[config.mk]
export PLATFORM = sky130hd
export DESIGN_NAME = fisher_yates_shuffle_engine
export DESIGN_NICKNAME = d
export VERILOG_FILES = /design/src/design/fys_pkg.sv /design/src/design/fys_mod_unit.sv /design/src/design/fys_perm_ram.sv /design/src/design/fisher_yates_shuffle_engine.sv
export SDC_FILE = /design/constraint.sdc
export NUM_CORES = 1
export LEC_CHECK = 0
export BUFFER_PORTS_ARGS = -buffer_cell sky130_fd_sc_hd__buf_2
export CAP_MARGIN = 5
export CORE_AREA = 4 4 170 172
export DETAILED_ROUTE_END_ITERATION = 6
export DIE_AREA = 0 0 174 176
export GPL_TIMING_DRIVEN = 0
export PLACE_DENSITY = 0.72
export SYNTH_ARGS = -nofsm -noshare
export SYNTH_HDL_FRONTEND = slang
export SYNTH_HIERARCHICAL = 1
export SYNTH_SLANG_ARGS = --single-unit
export TNS_END_PERCENT = 20
[constraint.sdc]
create_clock -name aclk -period 4.04 [get_ports aclk]
set_input_delay 0.202 -clock aclk [delete_from_list [all_inputs] [get_ports aclk]]
set_output_delay 0.202 -clock aclk [all_outputs]
set_load 0.03 [all_outputs]
[src/design/fys_pkg.sv]
// ----------------------------------------------------------------------------
// fys_pkg
// Types and constants of the Fisher-Yates shuffle engine.
// ----------------------------------------------------------------------------
package fys_pkg;

    localparam int PERM_CAPACITY = 32;
    localparam int ADDR_W        = $clog2(PERM_CAPACITY);
    localparam int CUR_W         = $clog2(PERM_CAPACITY + 1);
    localparam int RND_W         = 32;
    localparam int CNT_W         = $clog2(RND_W);
    localparam int LEN_W         = 6;
    localparam int POS_W         = 5;
    localparam int ELEM_W        = 5;
    localparam int APB_AW        = 3;
    localparam int APB_DW        = 32;

    // Register word index, taken from paddr[2].
    localparam logic REG_PERM_LENGTH = 1'b0;

    typedef struct packed {
        logic [RND_W-1:0] random_word;
        logic             restart;
    } in_item_t;

    typedef struct packed {
        logic [POS_W-1:0]  position;
        logic [ELEM_W-1:0] element;
        logic              last;
    } out_item_t;

    typedef struct packed {
        logic              clear;
        logic              rd_en;
        logic [ADDR_W-1:0] rd_addr_a;
        logic [ADDR_W-1:0] rd_addr_b;
        logic              wr_en;
        logic [ADDR_W-1:0] wr_addr;
        logic [ADDR_W-1:0] wr_data;
    } ram_req_t;

    typedef struct packed {
        logic             start;
        logic [RND_W-1:0] dividend;
        logic [CUR_W-1:0] divisor;
    } mod_req_t;

endpackage

[src/design/fys_mod_unit.sv]
// ----------------------------------------------------------------------------
// fys_mod_unit
// Bit-serial restoring remainder: one dividend bit per cycle.
// ----------------------------------------------------------------------------
module fys_mod_unit (
    input  logic                     aclk,
    input  logic                     aresetn,
    input  fys_pkg::mod_req_t        req,
    output logic                     done,
    output logic [fys_pkg::CUR_W-1:0] remainder
);

    logic [fys_pkg::RND_W-1:0] dvd_reg, dvd_next;
    logic [fys_pkg::CUR_W-1:0] div_reg, div_next;
    logic [fys_pkg::CUR_W-1:0] rem_reg, rem_next;
    logic [fys_pkg::CNT_W-1:0] cnt_reg, cnt_next;
    logic                      busy_reg, busy_next;
    logic                      done_reg, done_next;
    logic [fys_pkg::CUR_W:0]   trial;

    always_comb begin
        dvd_next  = dvd_reg;
        div_next  = div_reg;
        rem_next  = rem_reg;
        cnt_next  = cnt_reg;
        busy_next = busy_reg;
        done_next = 1'b0;
        trial     = {rem_reg, dvd_reg[fys_pkg::RND_W-1]};
        if (req.start) begin
            dvd_next  = req.dividend;
            div_next  = req.divisor;
            rem_next  = '0;
            cnt_next  = '0;
            busy_next = 1'b1;
        end else if (busy_reg) begin
            // shift in the next bit, subtract when it fits
            if (trial >= {1'b0, div_reg}) begin
                rem_next = fys_pkg::CUR_W'(trial - {1'b0, div_reg});
            end else begin
                rem_next = fys_pkg::CUR_W'(trial);
            end
            dvd_next = dvd_reg << 1;
            cnt_next = cnt_reg + 1'b1;
            if (cnt_reg == fys_pkg::CNT_W'(fys_pkg::RND_W - 1)) begin
                busy_next = 1'b0;
                done_next = 1'b1;
            end
        end
    end

    always_ff @(posedge aclk) begin
        if (!aresetn) begin
            busy_reg <= 1'b0;
            done_reg <= 1'b0;
            cnt_reg  <= '0;
        end else begin
            busy_reg <= busy_next;
            done_reg <= done_next;
            cnt_reg  <= cnt_next;
        end
        dvd_reg <= dvd_next;
        div_reg <= div_next;
        rem_reg <= rem_next;
    end

    assign done      = done_reg;
    assign remainder = rem_reg;

endmodule

[src/design/fys_perm_ram.sv]
// ----------------------------------------------------------------------------
// fys_perm_ram
// Permutation store: one write port, two registered read ports, and one
// valid bit per entry so that an unwritten entry reads as its own index.
// ----------------------------------------------------------------------------
module fys_perm_ram (
    input  logic                       aclk,
    input  logic                       aresetn,
    input  fys_pkg::ram_req_t          req,
    output logic [fys_pkg::ADDR_W-1:0] rd_data_a,
    output logic [fys_pkg::ADDR_W-1:0] rd_data_b
);

    logic [fys_pkg::ADDR_W-1:0]        mem_reg [fys_pkg::PERM_CAPACITY];
    logic [fys_pkg::PERM_CAPACITY-1:0] valid_reg;
    logic [fys_pkg::ADDR_W-1:0]        rd_a_reg;
    logic [fys_pkg::ADDR_W-1:0]        rd_b_reg;

    // clear on reset or restart: every entry falls back to identity
    always_ff @(posedge aclk) begin
        if (!aresetn) begin
            valid_reg <= '0;
        end else if (req.clear) begin
            valid_reg <= '0;
        end else if (req.wr_en) begin
            valid_reg[req.wr_addr] <= 1'b1;
        end
    end

    always_ff @(posedge aclk) begin
        if (req.wr_en) begin
            mem_reg[req.wr_addr] <= req.wr_data;
        end
    end

    always_ff @(posedge aclk) begin
        if (req.rd_en) begin
            rd_a_reg <= valid_reg[req.rd_addr_a] ? mem_reg[req.rd_addr_a] : req.rd_addr_a;
            rd_b_reg <= valid_reg[req.rd_addr_b] ? mem_reg[req.rd_addr_b] : req.rd_addr_b;
        end
    end

    assign rd_data_a = rd_a_reg;
    assign rd_data_b = rd_b_reg;

endmodule

[src/design/fisher_yates_shuffle_engine.sv]
// ----------------------------------------------------------------------------
// fisher_yates_shuffle_engine
// Descending Fisher-Yates shuffle over a small permutation store.
// ----------------------------------------------------------------------------
//  Channel | Direction | Handshake            | Payload
//  s_      | in        | s_valid / s_ready    | random_word, restart
//  m_      | out       | m_valid / m_ready    | position, element, last
//  apb     | in        | psel, penable, pwrite | perm_length at byte 0
//
//  A swapping transaction runs the bit-serial remainder, then a two-port
//  read, two writes and the result slot.
//  The final transaction (cursor of two) then reads entry 0 for a second result.
//  A transaction while done, or with a cursor of zero, is taken with no result.
//  Reset is synchronous, active low; it clears the store's valid bits at once,
//  so the store reads as identity with no clearing pass.
//  A stalled m_ready holds the sequencer before it loads the result register.
// ----------------------------------------------------------------------------
module fisher_yates_shuffle_engine (
    input  logic                        aclk,
    input  logic                        aresetn,
    // input transactions
    input  logic                        s_valid,
    output logic                        s_ready,
    input  fys_pkg::in_item_t           s_data,
    // result transactions
    output logic                        m_valid,
    input  logic                        m_ready,
    output fys_pkg::out_item_t          m_data,
    // configuration
    input  logic                        psel,
    input  logic                        penable,
    input  logic                        pwrite,
    input  logic [fys_pkg::APB_AW-1:0]  paddr,
    input  logic [fys_pkg::APB_DW-1:0]  pwdata,
    output logic [fys_pkg::APB_DW-1:0]  prdata,
    output logic                        pready
);

    // sequencer states
    localparam logic [2:0] ST_IDLE  = 3'd0;
    localparam logic [2:0] ST_MOD   = 3'd1;
    localparam logic [2:0] ST_RDSW  = 3'd2;
    localparam logic [2:0] ST_WR1   = 3'd3;
    localparam logic [2:0] ST_WR2   = 3'd4;
    localparam logic [2:0] ST_EMIT1 = 3'd5;
    localparam logic [2:0] ST_RD0   = 3'd6;
    localparam logic [2:0] ST_EMIT0 = 3'd7;

    logic [2:0]                 state_reg, state_next;
    logic [fys_pkg::CUR_W-1:0]  cursor_reg, cursor_next;
    logic                       done_reg, done_next;
    logic [fys_pkg::LEN_W-1:0]  perm_length_reg, perm_length_next;
    logic [fys_pkg::ADDR_W-1:0] top_reg, top_next;
    logic [fys_pkg::ADDR_W-1:0] j_reg, j_next;
    logic [fys_pkg::ADDR_W-1:0] a_val_reg, a_val_next;
    logic [fys_pkg::ADDR_W-1:0] b_val_reg, b_val_next;
    logic                       m_valid_reg, m_valid_next;
    fys_pkg::out_item_t         m_data_reg, m_data_next;

    fys_pkg::ram_req_t          ram_req;
    fys_pkg::mod_req_t          mod_req;
    logic [fys_pkg::ADDR_W-1:0] rd_data_a;
    logic [fys_pkg::ADDR_W-1:0] rd_data_b;
    logic                       mod_done;
    logic [fys_pkg::CUR_W-1:0]  mod_rem;

    logic                       s_fire;
    logic                       out_free;
    logic                       cfg_write;
    logic [fys_pkg::CUR_W-1:0]  len_sat;
    logic [fys_pkg::CUR_W-1:0]  cursor_eff;
    logic                       done_eff;

    fys_mod_unit u_mod (
        .aclk      (aclk),
        .aresetn   (aresetn),
        .req       (mod_req),
        .done      (mod_done),
        .remainder (mod_rem)
    );

    fys_perm_ram u_ram (
        .aclk      (aclk),
        .aresetn   (aresetn),
        .req       (ram_req),
        .rd_data_a (rd_data_a),
        .rd_data_b (rd_data_b)
    );

    // ---- configuration port ----
    assign pready    = 1'b1;
    assign cfg_write = psel && penable && pwrite && pready;

    always_comb begin
        perm_length_next = perm_length_reg;
        if (cfg_write && (paddr[2] == fys_pkg::REG_PERM_LENGTH)) begin
            perm_length_next = pwdata[fys_pkg::LEN_W-1:0];
        end
    end

    always_comb begin
        prdata = '0;
        if (paddr[2] == fys_pkg::REG_PERM_LENGTH) begin
            prdata = fys_pkg::APB_DW'(perm_length_reg);
        end
    end

    // ---- input side ----
    assign s_ready  = (state_reg == ST_IDLE);
    assign s_fire   = s_valid && s_ready;
    // the result register is free when empty or once its transaction leaves this cycle
    assign out_free = !m_valid_reg || m_ready;

    // saturate the length to the store capacity at restart
    assign len_sat = (32'(perm_length_reg) > 32'(fys_pkg::PERM_CAPACITY))
                   ? fys_pkg::CUR_W'(fys_pkg::PERM_CAPACITY)
                   : fys_pkg::CUR_W'(perm_length_reg);

    assign cursor_eff = s_data.restart ? len_sat : cursor_reg;
    assign done_eff   = s_data.restart ? 1'b0 : done_reg;

    // ---- sequencer ----
    always_comb begin
        state_next   = state_reg;
        cursor_next  = cursor_reg;
        done_next    = done_reg;
        top_next     = top_reg;
        j_next       = j_reg;
        a_val_next   = a_val_reg;
        b_val_next   = b_val_reg;
        m_data_next  = m_data_reg;
        m_valid_next = m_valid_reg && !m_ready;

        ram_req      = '0;
        mod_req      = '0;
        mod_req.dividend = s_data.random_word;
        mod_req.divisor  = cursor_eff;

        unique case (state_reg)
            ST_IDLE: begin
                if (s_fire) begin
                    // restart: drop every stored swap, back to identity
                    ram_req.clear = s_data.restart;
                    cursor_next   = cursor_eff;
                    done_next     = done_eff;
                    top_next      = fys_pkg::ADDR_W'(cursor_eff - 1'b1);
                    if (!done_eff) begin
                        if (cursor_eff >= fys_pkg::CUR_W'(2)) begin
                            mod_req.start = 1'b1;
                            state_next    = ST_MOD;
                        end else if (cursor_eff == fys_pkg::CUR_W'(1)) begin
                            state_next = ST_RD0;
                        end else begin
                            done_next = 1'b1;
                        end
                    end
                end
            end
            ST_MOD: begin
                if (mod_done) begin
                    j_next     = fys_pkg::ADDR_W'(mod_rem);
                    state_next = ST_RDSW;
                end
            end
            ST_RDSW: begin
                ram_req.rd_en     = 1'b1;
                ram_req.rd_addr_a = top_reg;
                ram_req.rd_addr_b = j_reg;
                state_next        = ST_WR1;
            end
            ST_WR1: begin
                a_val_next      = rd_data_a;
                b_val_next      = rd_data_b;
                ram_req.wr_en   = 1'b1;
                ram_req.wr_addr = top_reg;
                ram_req.wr_data = rd_data_b;
                state_next      = ST_WR2;
            end
            ST_WR2: begin
                ram_req.wr_en   = 1'b1;
                ram_req.wr_addr = j_reg;
                ram_req.wr_data = a_val_reg;
                state_next      = ST_EMIT1;
            end
            ST_EMIT1: begin
                if (out_free) begin
                    m_valid_next         = 1'b1;
                    m_data_next.position = fys_pkg::POS_W'(top_reg);
                    m_data_next.element  = fys_pkg::ELEM_W'(b_val_reg);
                    m_data_next.last     = 1'b0;
                    cursor_next          = cursor_reg - 1'b1;
                    if (cursor_reg == fys_pkg::CUR_W'(2)) begin
                        state_next = ST_RD0;
                    end else begin
                        state_next = ST_IDLE;
                    end
                end
            end
            ST_RD0: begin
                ram_req.rd_en     = 1'b1;
                ram_req.rd_addr_a = '0;
                ram_req.rd_addr_b = '0;
                state_next        = ST_EMIT0;
            end
            ST_EMIT0: begin
                // read data holds: no other read is issued meanwhile
                if (out_free) begin
                    m_valid_next         = 1'b1;
                    m_data_next.position = '0;
                    m_data_next.element  = fys_pkg::ELEM_W'(rd_data_a);
                    m_data_next.last     = 1'b1;
                    cursor_next          = '0;
                    done_next            = 1'b1;
                    state_next           = ST_IDLE;
                end
            end
            default: begin
                state_next = ST_IDLE;
            end
        endcase
    end

    always_ff @(posedge aclk) begin
        if (!aresetn) begin
            state_reg       <= ST_IDLE;
            cursor_reg      <= '0;
            done_reg        <= 1'b1;
            perm_length_reg <= '0;
            m_valid_reg     <= 1'b0;
        end else begin
            state_reg       <= state_next;
            cursor_reg      <= cursor_next;
            done_reg        <= done_next;
            perm_length_reg <= perm_length_next;
            m_valid_reg     <= m_valid_next;
        end
        top_reg    <= top_next;
        j_reg      <= j_next;
        a_val_reg  <= a_val_next;
        b_val_reg  <= b_val_next;
        m_data_reg <= m_data_next;
    end

    assign m_valid = m_valid_reg;
    assign m_data  = m_data_reg;

endmodule

# Word-level counts from Yosys, hierarchy flattened
# Memories as Yosys holds them, arrays and structs flattened.
# Index checks and enable logic that the tools add are counted.
# Widths: inputs -> output; s select.
[classes]
addsub = 4
n_lt_le_gt_ge = 7
n_eq_ne = 16
mux = 53
bitwise = 4
reduce_logical = 24
[ops]
columns = ["cell", "count"]
rows = [
  ["$pmux 11 s2", 3],
  ["$mux 32", 2],
  ["$mux 6", 7],
  ["$or 32x32->32", 1],
  ["$mux 3", 8],
  ["$pmux 3 s8", 1],
  ["$mux 1", 23],
  ["$mux 11", 2],
  ["$lt 5x6->1 const B", 3],
  ["$pmux 6 s3", 1],
  ["$eq 3x3->1 const B", 4],
  ["$bmux 1 s5", 2],
  ["$mux 5", 2],
  ["$ge 7x6->1", 1],
  ["$eq 3x2->1 const B", 2],
  ["$eq 6x1->1 const B", 1],
  ["$eq 6x2->1 const B", 1],
  ["$ge 6x2->1 const B", 1],
  ["$gt 6x6->1 const B", 1],
  ["$logic_and 1x1->1", 6],
  ["$ne 2x2->1 const B", 3],
  ["$reduce_and 3->1", 2],
  ["$reduce_and 6->1", 1],
  ["$reduce_bool 2->1", 3],
  ["other kinds (20)", 27],
]
[totals]
regBits = 141
ram_bits = 160
inputBits = 75
word_cells = 130
n_memories = 1
[memory_table]
columns = ["memory", "words", "width", "rd", "rd_clocked_by_memory_dff", "wr", "line_no", "source"]
rows = [
  ["u_ram.mem_reg", 32, 5, 2, 0, 1, "fys_perm_ram.sv:14", "logic [fys_pkg::ADDR_W-1:0] mem_reg [fys_pkg::PERM_CAPACITY];"],
]

# Depth between registers and ports, before layout
# Gate-level depths: netlist of run 1.
[depth]
ltp_word = 9
ltp_mapped = 13
depth_no_buf = 10

# By module
# The synthesis of run 1 kept the hierarchy.
[modules_own_cells]
columns = ["mod", "instances", "cells_per_inst", "area_each_um2", "seq_area_each_um2"]
rows = [
  ["fys_perm_ram", 1, 622, 9834.4, 5745.5],
  ["fisher_yates_shuffle_engine", 1, 252, 2737.6, 1271.2],
  ["fys_mod_unit", 1, 174, 2398.6, 1401.3],
]

# Worst setup path before layout of run 1
# No wires, ideal clock.
[synth_timing]
path_type = "reg-to-reg"
startpoint = "reg state_reg[1]"
endpoint = "reg u_ram.rd_b_reg (netlist bit u_ram/rd_data_b[2]), data pin"
setup_time_ps = 272
arrival_ps = 2712
t_required_ps = 3768
path_slack_ps = 1057
stages_incl_launch_ff = 11
cell_sequence = "dfxtp_1 buf_2 nand2_1 nor2_1 and2_1 buf_2 mux4_2 mux4_2 nor2b_1 a31oi_1 mux2i_1"
[synth_rtl]
columns = ["item", "line_no", "source"]
rows = [
  ["start, declared", "fisher_yates_shuffle_engine.sv:49", "logic [2:0] state_reg, state_next;"],
  ["start signal, assigned", "fisher_yates_shuffle_engine.sv:231", "state_reg <= state_next;"],
  ["end signal, assigned", "fys_perm_ram.sv:39", "rd_b_reg <= valid_reg[req.rd_addr_b] ? mem_reg[req.rd_addr_b] : req.rd_addr_b;"],
  ["end, declared", "fys_perm_ram.sv:17", "logic [fys_pkg::ADDR_W-1:0] rd_b_reg;"],
]

==> results.md, run 1 <==
* Power Dens Cells at 637.8 nW/um^2
* Crit path max fanout at 10
* Root Buffer: clkbuf_16
* CP max stage cell: a2111oi_0
* Drt wl/cell at 24.32 um
* CTS tree: built
* Minimum clock period at 3.843 ns
* Layout Nets at 1,291
* LEAKAGE at 6.053 nW
* Synth Area per Inst at 14.28 um^2
* Register area at 8418 um^2
* Max Clock Skew at 0.01943 ns
* Number of remaining DRC errors at 0
* Max FFs per register at 160
* Critical-path cell list: buf_2 > nand2_1 > nor2_2 > and2_1 > buf_4 > buf_4 > buf_4 > a2bb2oi_1 > o2111a_1 > a2111oi_0 > a311oi_1 > mux2_2
* Final TNS setup at 0 ns
* Synthesized flop and latch total at 301
* Worst Hold Class: input port to register
* Starting density of the core at 54.49%
* WP data arrival at 4.09 ns
* Reg-to-reg endpoint: u_ram/rd_data_b[3]$_DFFE_PP_
* I/O Buffers at 64
* Critical path's top delay family: compound AO/OA/AOI/OAI gates
* Dpl cells at 1,483
* Critical path type: register to register
* First-pass GRT wire length at 57.88 mm
* Synth Cell Area at 14,970 um^2
* FF-to-FF setup slack at 0.20 ns
* Crit path top cell by count: buf_4
* Final ANT Viol Nets at 0
* Diode count at 0
* Die width at 174 um
* GRT overflow at 0
* Unrepaired setup endpoints after global routing: no
* CP Launch Type: register
* Syn. warnings at 6
* Final Max Tran Viols at 0
* Max cap viols at 0
* Worst-skew pair later-pin latency at 0.51 ns
* Buffer and inverter count on the worst path at 4
* Worst r2r src: state_reg[1]$_SDFFE_PN0P_
* GRT Overall Usage at 24.73%
* FF-to-FF path depth at 12
* Vias in the first global route at 9,784
* Setup-failing EPs final at 0
* H-tree levels at 2
* Worst slew margin at 19.59%
* Routed vias/inst at 6.299
* Total stage count of the critical path at 12
* Postcts setup bufs at 0
* Slew @ Worst Pin at 1.206 ns
* Area growth, synth to finish at 15.34%
* CP Launch Point: state_reg[1]$_SDFFE_PN0P_
* 1st-pass router iterations at 5
* Final Hold Viols at 0
* Antenna violations before repair at 0
* DIE HEIGHT at 176 um
* Multi-input gate area at 5992 um^2
* Register area share after synthesis at 56.23%
* Initial drt markers at 1,190
* Fin crit share at 95.12%
* Distinct cells, synth at 88
* Delay of the slowest critical-path stage at 0.65 ns
* Clock sink total at 301
* GP Congestion at 0.9194
* Post-layout util at 62.85%
* Syn Inst Count at 1,048
* Fillers at 2,063
* Post-Route WL at 38.26 mm
* Max Clk Rate at 260.2 MHz
* Post-Layout Cell Count at 1,573
* Worst Setup EP: u_ram/rd_data_b[3]$_DFFE_PP_
* VDD IR max at 444.1 uV
* Pin count of the biggest net entering global routing at 33
* Rows at 61
* Post-synth ARST share at 0%
* Share of layout cells above drive strength 1 at 26.98%
* Crit. End Element: register
* Hpwl dp at 26.54 mm
* Clock Path Buffers at 3
* Worst Path Required at 4.28 ns
* Core Region at 27,480 um^2
* Power consumption at 11.01 mW
* I/O pins at 121
* Num CTS Buffers at 34
* Post-synth top flop: edfxtp_1
* Worst hold slack at 0.01943 ns
* Status: finished clean
* Via count at 9,908
* Die footprint at 30,620 um^2
* Clk slew on worst S/H paths at 0.06 ns
* Post-synth EDFFs at 239
==> worst min-delay path by stage <==
stage                                      start                          end  depth (start not counted)
finish                                s_data[23]  u_mod/dvd_reg[22]$_DFFE_PP_                          2
global route                          s_data[23]  u_mod/dvd_reg[22]$_DFFE_PP_                          2
CTS                                   s_data[23]  u_mod/dvd_reg[22]$_DFFE_PP_                          2
detailed placement  u_ram/rd_data_b[1]$_DFFE_PP_       b_val_reg[1]$_DFFE_PN_                          0
global placement    u_ram/rd_data_a[0]$_DFFE_PP_       a_val_reg[0]$_DFFE_PN_                          0
floorplan                                aresetn    u_mod/busy_reg$_SDFF_PN0_                          1
==> cells in the mapped netlist (10+ instances only) <==
library cell	count	area (um^2)
edfxtp_1	239	7177
mux4_2	85	1914
nor2_1	77	289.0
dfxtp_1	62	1241
mux2i_1	45	450.4
nand2_1	39	146.4
o21a_1	39	292.8
buf_4	37	277.8
mux2_2	34	382.9
nor2b_1	30	187.7
inv_1	26	97.59
o21ai_0	25	125.1
a21oi_1	22	110.1
clkbuf_1	22	82.58
buf_2	20	100.1
and2_1	18	112.6
mux2_1	17	191.4
ha_1	14	175.2
a22o_1	12	105.1
nand3_1	12	60.06
o21ai_1	11	55.05
nand3b_1	10	75.07
==> per-layer routing <==
metal  track usage [%]  up-vias  share of wire, %
li1                  -     4335                 -
met1             33.24     4988                39
met2             40.89      494                49
met3             5.182       89               8.9
met4             7.753        2               3.4
met5             1.122        -              0.11
==> cells in the final DEF, fill, tap and decap left out, types with 28 or more instances in the layout <==
cell and instances:
edfxtp_1 239, buf_4 37, mux4_2 85, dfxtp_1 62, clkbuf_16 38, nor2_1 76
mux2_2 34, mux2i_1 45, dlygate4sd3_1 28, nor2b_1 30, buf_2 83, nand2_1 39
o21a_1 39
==> logic make-up after synthesis <==
family / Yosys count / synth area share, %
buffers and inverters: 118 / 4.405
muxes: 183 / 19.83
AOI/OAI and AO/OA: 180 / 8.951
and+or+nand+nor: 239 / 8.642
adders and majority gates: 15 / 1.304
DFF: 301 / 56.23
xor gates and xnor gates: 10 / 0.5850
other: 2 / 0.05016
==> power breakdown <==
part / switching, mW / leakage [nW] / total, mW / internal, mW
Clock: 1.19 / 0.572 / 3.14 / 1.95
Combinational: 2.31 / 2.78 / 3.88 / 1.57
Sequential: 0.148 / 2.70 / 3.99 / 3.84
==> layout make-up <==
cell class / count / area share (%)
Clock inverter: 15 / 0.8478
Tap cell: 346 / 2.507
Sequential cell: 301 / 48.75
Timing Repair Buffer: 92 / 3.478
Inverter: 28 / 0.6087
Buffer: 90 / 3.232
Multi-Input combinational cell: 654 / 34.70
Clock buffer: 47 / 5.876
==> what timing repair did <==
action / in CTS / in global routing
hold endpoints to repair: 28 / 0
gates resized for setup: 0 / 5
hold buffers: 28 / 0
endpoints found under the setup margin: 0 / 36
==> metrics by stage <==
stage	setup WS, ns	instance area (um^2)
after floorplan	1.057	15060
after global placement	0.08202	15820
after detailed placement	0.04219	15820
after CTS	0.01704	17260
after global routing	0.05518	17270
final	0.1971	17270
Note: power is estimated with default switching activity, not from simulation.
==> inputs of run 2 (changes only) <==
--- a/config.mk
+++ b/config.mk
@@ -10,7 +10,7 @@
 export CORE_AREA = 4 4 170 172
 export DETAILED_ROUTE_END_ITERATION = 6
 export DIE_AREA = 0 0 174 176
-export GPL_TIMING_DRIVEN = 0
+export GPL_TIMING_DRIVEN = 1
 export PLACE_DENSITY = 0.72
 export SYNTH_ARGS = -nofsm -noshare
 export SYNTH_HDL_FRONTEND = slang
==> run 2 against run 1 <==
Compared with the run above:
- total power shrank 4.4%
- first-iteration DRC count is 27% lower
- clock skew shrank 0.0093 ns
- design area fell by 1.7%
- global-route usage shrank 1.6 points
- critical path depth decreased by 2
- die area stayed put
- flip-flop and latch count unchanged
- highest routed layer is now met4
==> results.md, run 2 (synthesized netlist as in run 1, its figures left out) <==
* Crit path max fanout at 29 (+19)
* Pin count of the biggest net entering global routing at 51 (+55%)
* I/O pins at 121 (unchanged)
* Final Hold Viols at 0 (unchanged)
* GRT Overall Usage at 23.08% (-1.6 points)
* Minimum clock period at 3.490 ns (-0.3524 ns)
* Critical path type: register to register
* Fillers at 2,059 (-0.19%)
* Worst-skew pair later-pin latency at 0.57 ns (+0.06 ns)
* Commonest non-fill, non-tap cells in the layout: edfxtp_1 (239), mux4_2 (85), nor2_1 (77), buf_2 (65), dfxtp_1 (62)
* FF-to-FF path depth at 10 (-2)
* Number of remaining DRC errors at 0 (unchanged)
* Initial drt markers at 874 (-27%)
* Most common cell after layout, fill and taps aside: edfxtp_1
* Root Buffer: clkbuf_16
* VDD IR max at 346.1 uV (-22%)
* Delay of the slowest critical-path stage at 0.56 ns (-0.09 ns)
* Hold path cells at 4 (+2)
* Max Clk Rate at 286.5 MHz (+10%)
* LEAKAGE at 5.821 nW (-3.8%)
* GRT overflow at 0 (unchanged)
* DIE HEIGHT at 176 um (unchanged)
* Post-Route WL at 35.20 mm (-8.0%)
* Worst hold start: s_valid
* Register area at 8418 um^2 (unchanged)
* Core Region at 27,480 um^2 (unchanged)
* Vias in the first global route at 9,414 (-3.8%)
* Max FFs per register at 160 (unchanged)
* Power consumption at 10.53 mW (-4.4%)
* Slew @ Worst Pin at 1.119 ns (-0.08672 ns)
* Antenna violations before repair at 0 (unchanged)
* Hold Path Sink: state_reg[0]$_SDFFE_PN0P_
* Final ANT Viol Nets at 0 (unchanged)
* Postcts setup bufs at 0 (unchanged)
* Clock Path Buffers at 3 (unchanged)
* Max Clock Skew at 0.01010 ns (-0.009338 ns)
* I/O Buffers at 65 (+1.6%)
* GP Congestion at 0.8875 (-3.5%)
* Starting density of the core at 54.49% (unchanged)
* Routed vias/inst at 6.208 (-1.4%)
* Fin crit share at 86.40% (-8.7 points)
* Critical-path cell list: inv_2 > nand2_1 > nor2_1 > and2_4 > buf_12 > mux4_2 > o21ai_0 > o21ai_0 > a22o_1 > a221o_1
* Die footprint at 30,620 um^2 (unchanged)
* Max cap viols at 0 (unchanged)
* Clock sink total at 301 (unchanged)
* Unrepaired setup endpoints after global routing: no
* Clk slew on worst S/H paths at 0.06 ns (about the same)
* Status: finished clean
* Drt wl/cell at 23.13 um (-4.9%)
* Multi-input gate area at 5997 um^2 (about the same)
* Num CTS Buffers at 31 (-8.8%)
* Rows at 61 (unchanged)
* Diode count at 0 (unchanged)
* Crit path top cell by count: o21ai_0
* Worst r2r src: state_reg[0]$_SDFFE_PN0P_
* H-tree levels at 1 (-1)
* Area growth, synth to finish at 13.33%
* Power Dens Cells at 620.6 nW/um^2 (-2.7%)
* Setup-failing EPs final at 0 (unchanged)
* Crit. End Element: register
* Cts hold-fix bufs at 40 (+43%)
* 1st-pass router iterations at 5 (unchanged)
* CP max stage cell: mux4_2
* Worst Hold Class: input port to register
* FF-to-FF setup slack at 0.55 ns (+0.35 ns)
* Worst Path Required at 4.35 ns (+0.07 ns)
* CTS tree: built
* Die width at 174 um (unchanged)
* CP Launch Point: state_reg[0]$_SDFFE_PN0P_
* WP data arrival at 3.80 ns (-0.29 ns)
* Final Max Tran Viols at 0 (unchanged)
* Worst slew margin at 25.37% (+5.8 points)
* Final TNS setup at 0 ns (unchanged)
* Share of layout cells above drive strength 1 at 25.60% (-1.4 points)
* CTS resizes at 0 (unchanged)
* Layout Nets at 1,242 (-3.8%)
* Hpwl dp at 23.85 mm (-10%)
* CP Launch Type: register
* Via count at 9,448 (-4.6%)
* Reg-to-reg endpoint: u_ram/rd_data_a[3]$_DFFE_PP_
* First-pass GRT wire length at 55.02 mm (-4.9%)
==> run 2: changes by cell type in the layout (fill, tap and decap cells not counted), sizes merged, moves of 3 or more <==
| cell | delta |
|---|---|
| clkbuf | -32 |
| dlygate4sd3 | +12 |
| clkinv | +3 |
| buf | -35 |
==> run 2: layer usage <==
metal,vias up,routed length (um),GRT usage [%]
li1,4230,-,-
met1,4764,14440,32.57
met2,390,17060,37.29
met3,64,2604,3.897
met4,0,1102,7.225
met5,-,0,0
==> run 2: worst max-delay path, delay by kind of cell (launching register included) <==
family	cells	cell delay, ns
AND/OR/NAND/NOR	3	0.78
AO/OA/AOI/OAI	4	1.06
buffers and inverters	2	0.42
flip-flops	1	0.40
multiplexers	1	0.56
==> run 2: how the worst max path moves through the flow <==
stage                                   endpoint  slack, ns  depth (start not counted)
floorplan           u_ram/rd_data_b[2]$_DFFE_PP_       1.06                         10
global placement    u_ram/rd_data_a[3]$_DFFE_PP_       0.61                         10
detailed placement  u_ram/rd_data_a[3]$_DFFE_PP_       0.59                         10
CTS                 u_ram/rd_data_a[3]$_DFFE_PP_       0.57                         11
global route        u_ram/rd_data_b[3]$_DFFE_PP_       0.35                         11
finish              u_ram/rd_data_a[3]$_DFFE_PP_       0.55                         10
==> run 2: cell type report <==
| type | instances | share of cell area, % |
|---|---|---|
| Clock buffer | 38 | 4.845 |
| Tap cell | 346 | 2.552 |
| Inverter | 28 | 0.6195 |
| Sequential cell | 301 | 49.62 |
| Timing Repair Buffer | 136 | 6.091 |
| Clock inverter | 19 | 0.9292 |
| Multi-Input combinational cell | 654 | 35.35 |
==> run 2: metrics by stage <==
step | setup WS, ns | std cells | instance area (um^2) | hold WS, ns | util, %
floorplan | 1.057 | 1073 | 15060 | 0.3195 | -
CTS | 0.5704 | 1522 | 16970 | 0.1484 | 61.75
finish | 0.5495 | 1522 | 16970 | 0.1863 | 61.75
detailed placement | 0.5917 | 1425 | 15590 | 0.4407 | 56.73
global route | 0.3483 | 1522 | 16970 | 0.1954 | 61.75
global placement | 0.6110 | 1425 | 15590 | 0.4379 | 56.73
==> run 2: power by group <==
part / total [mW] / internal, mW / leakage (nW) / switching (mW)
combinational: 3.78 / 1.59 / 2.63 / 2.19
sequential: 4.00 / 3.84 / 2.70 / 0.163
clock: 2.75 / 1.57 / 0.490 / 1.18
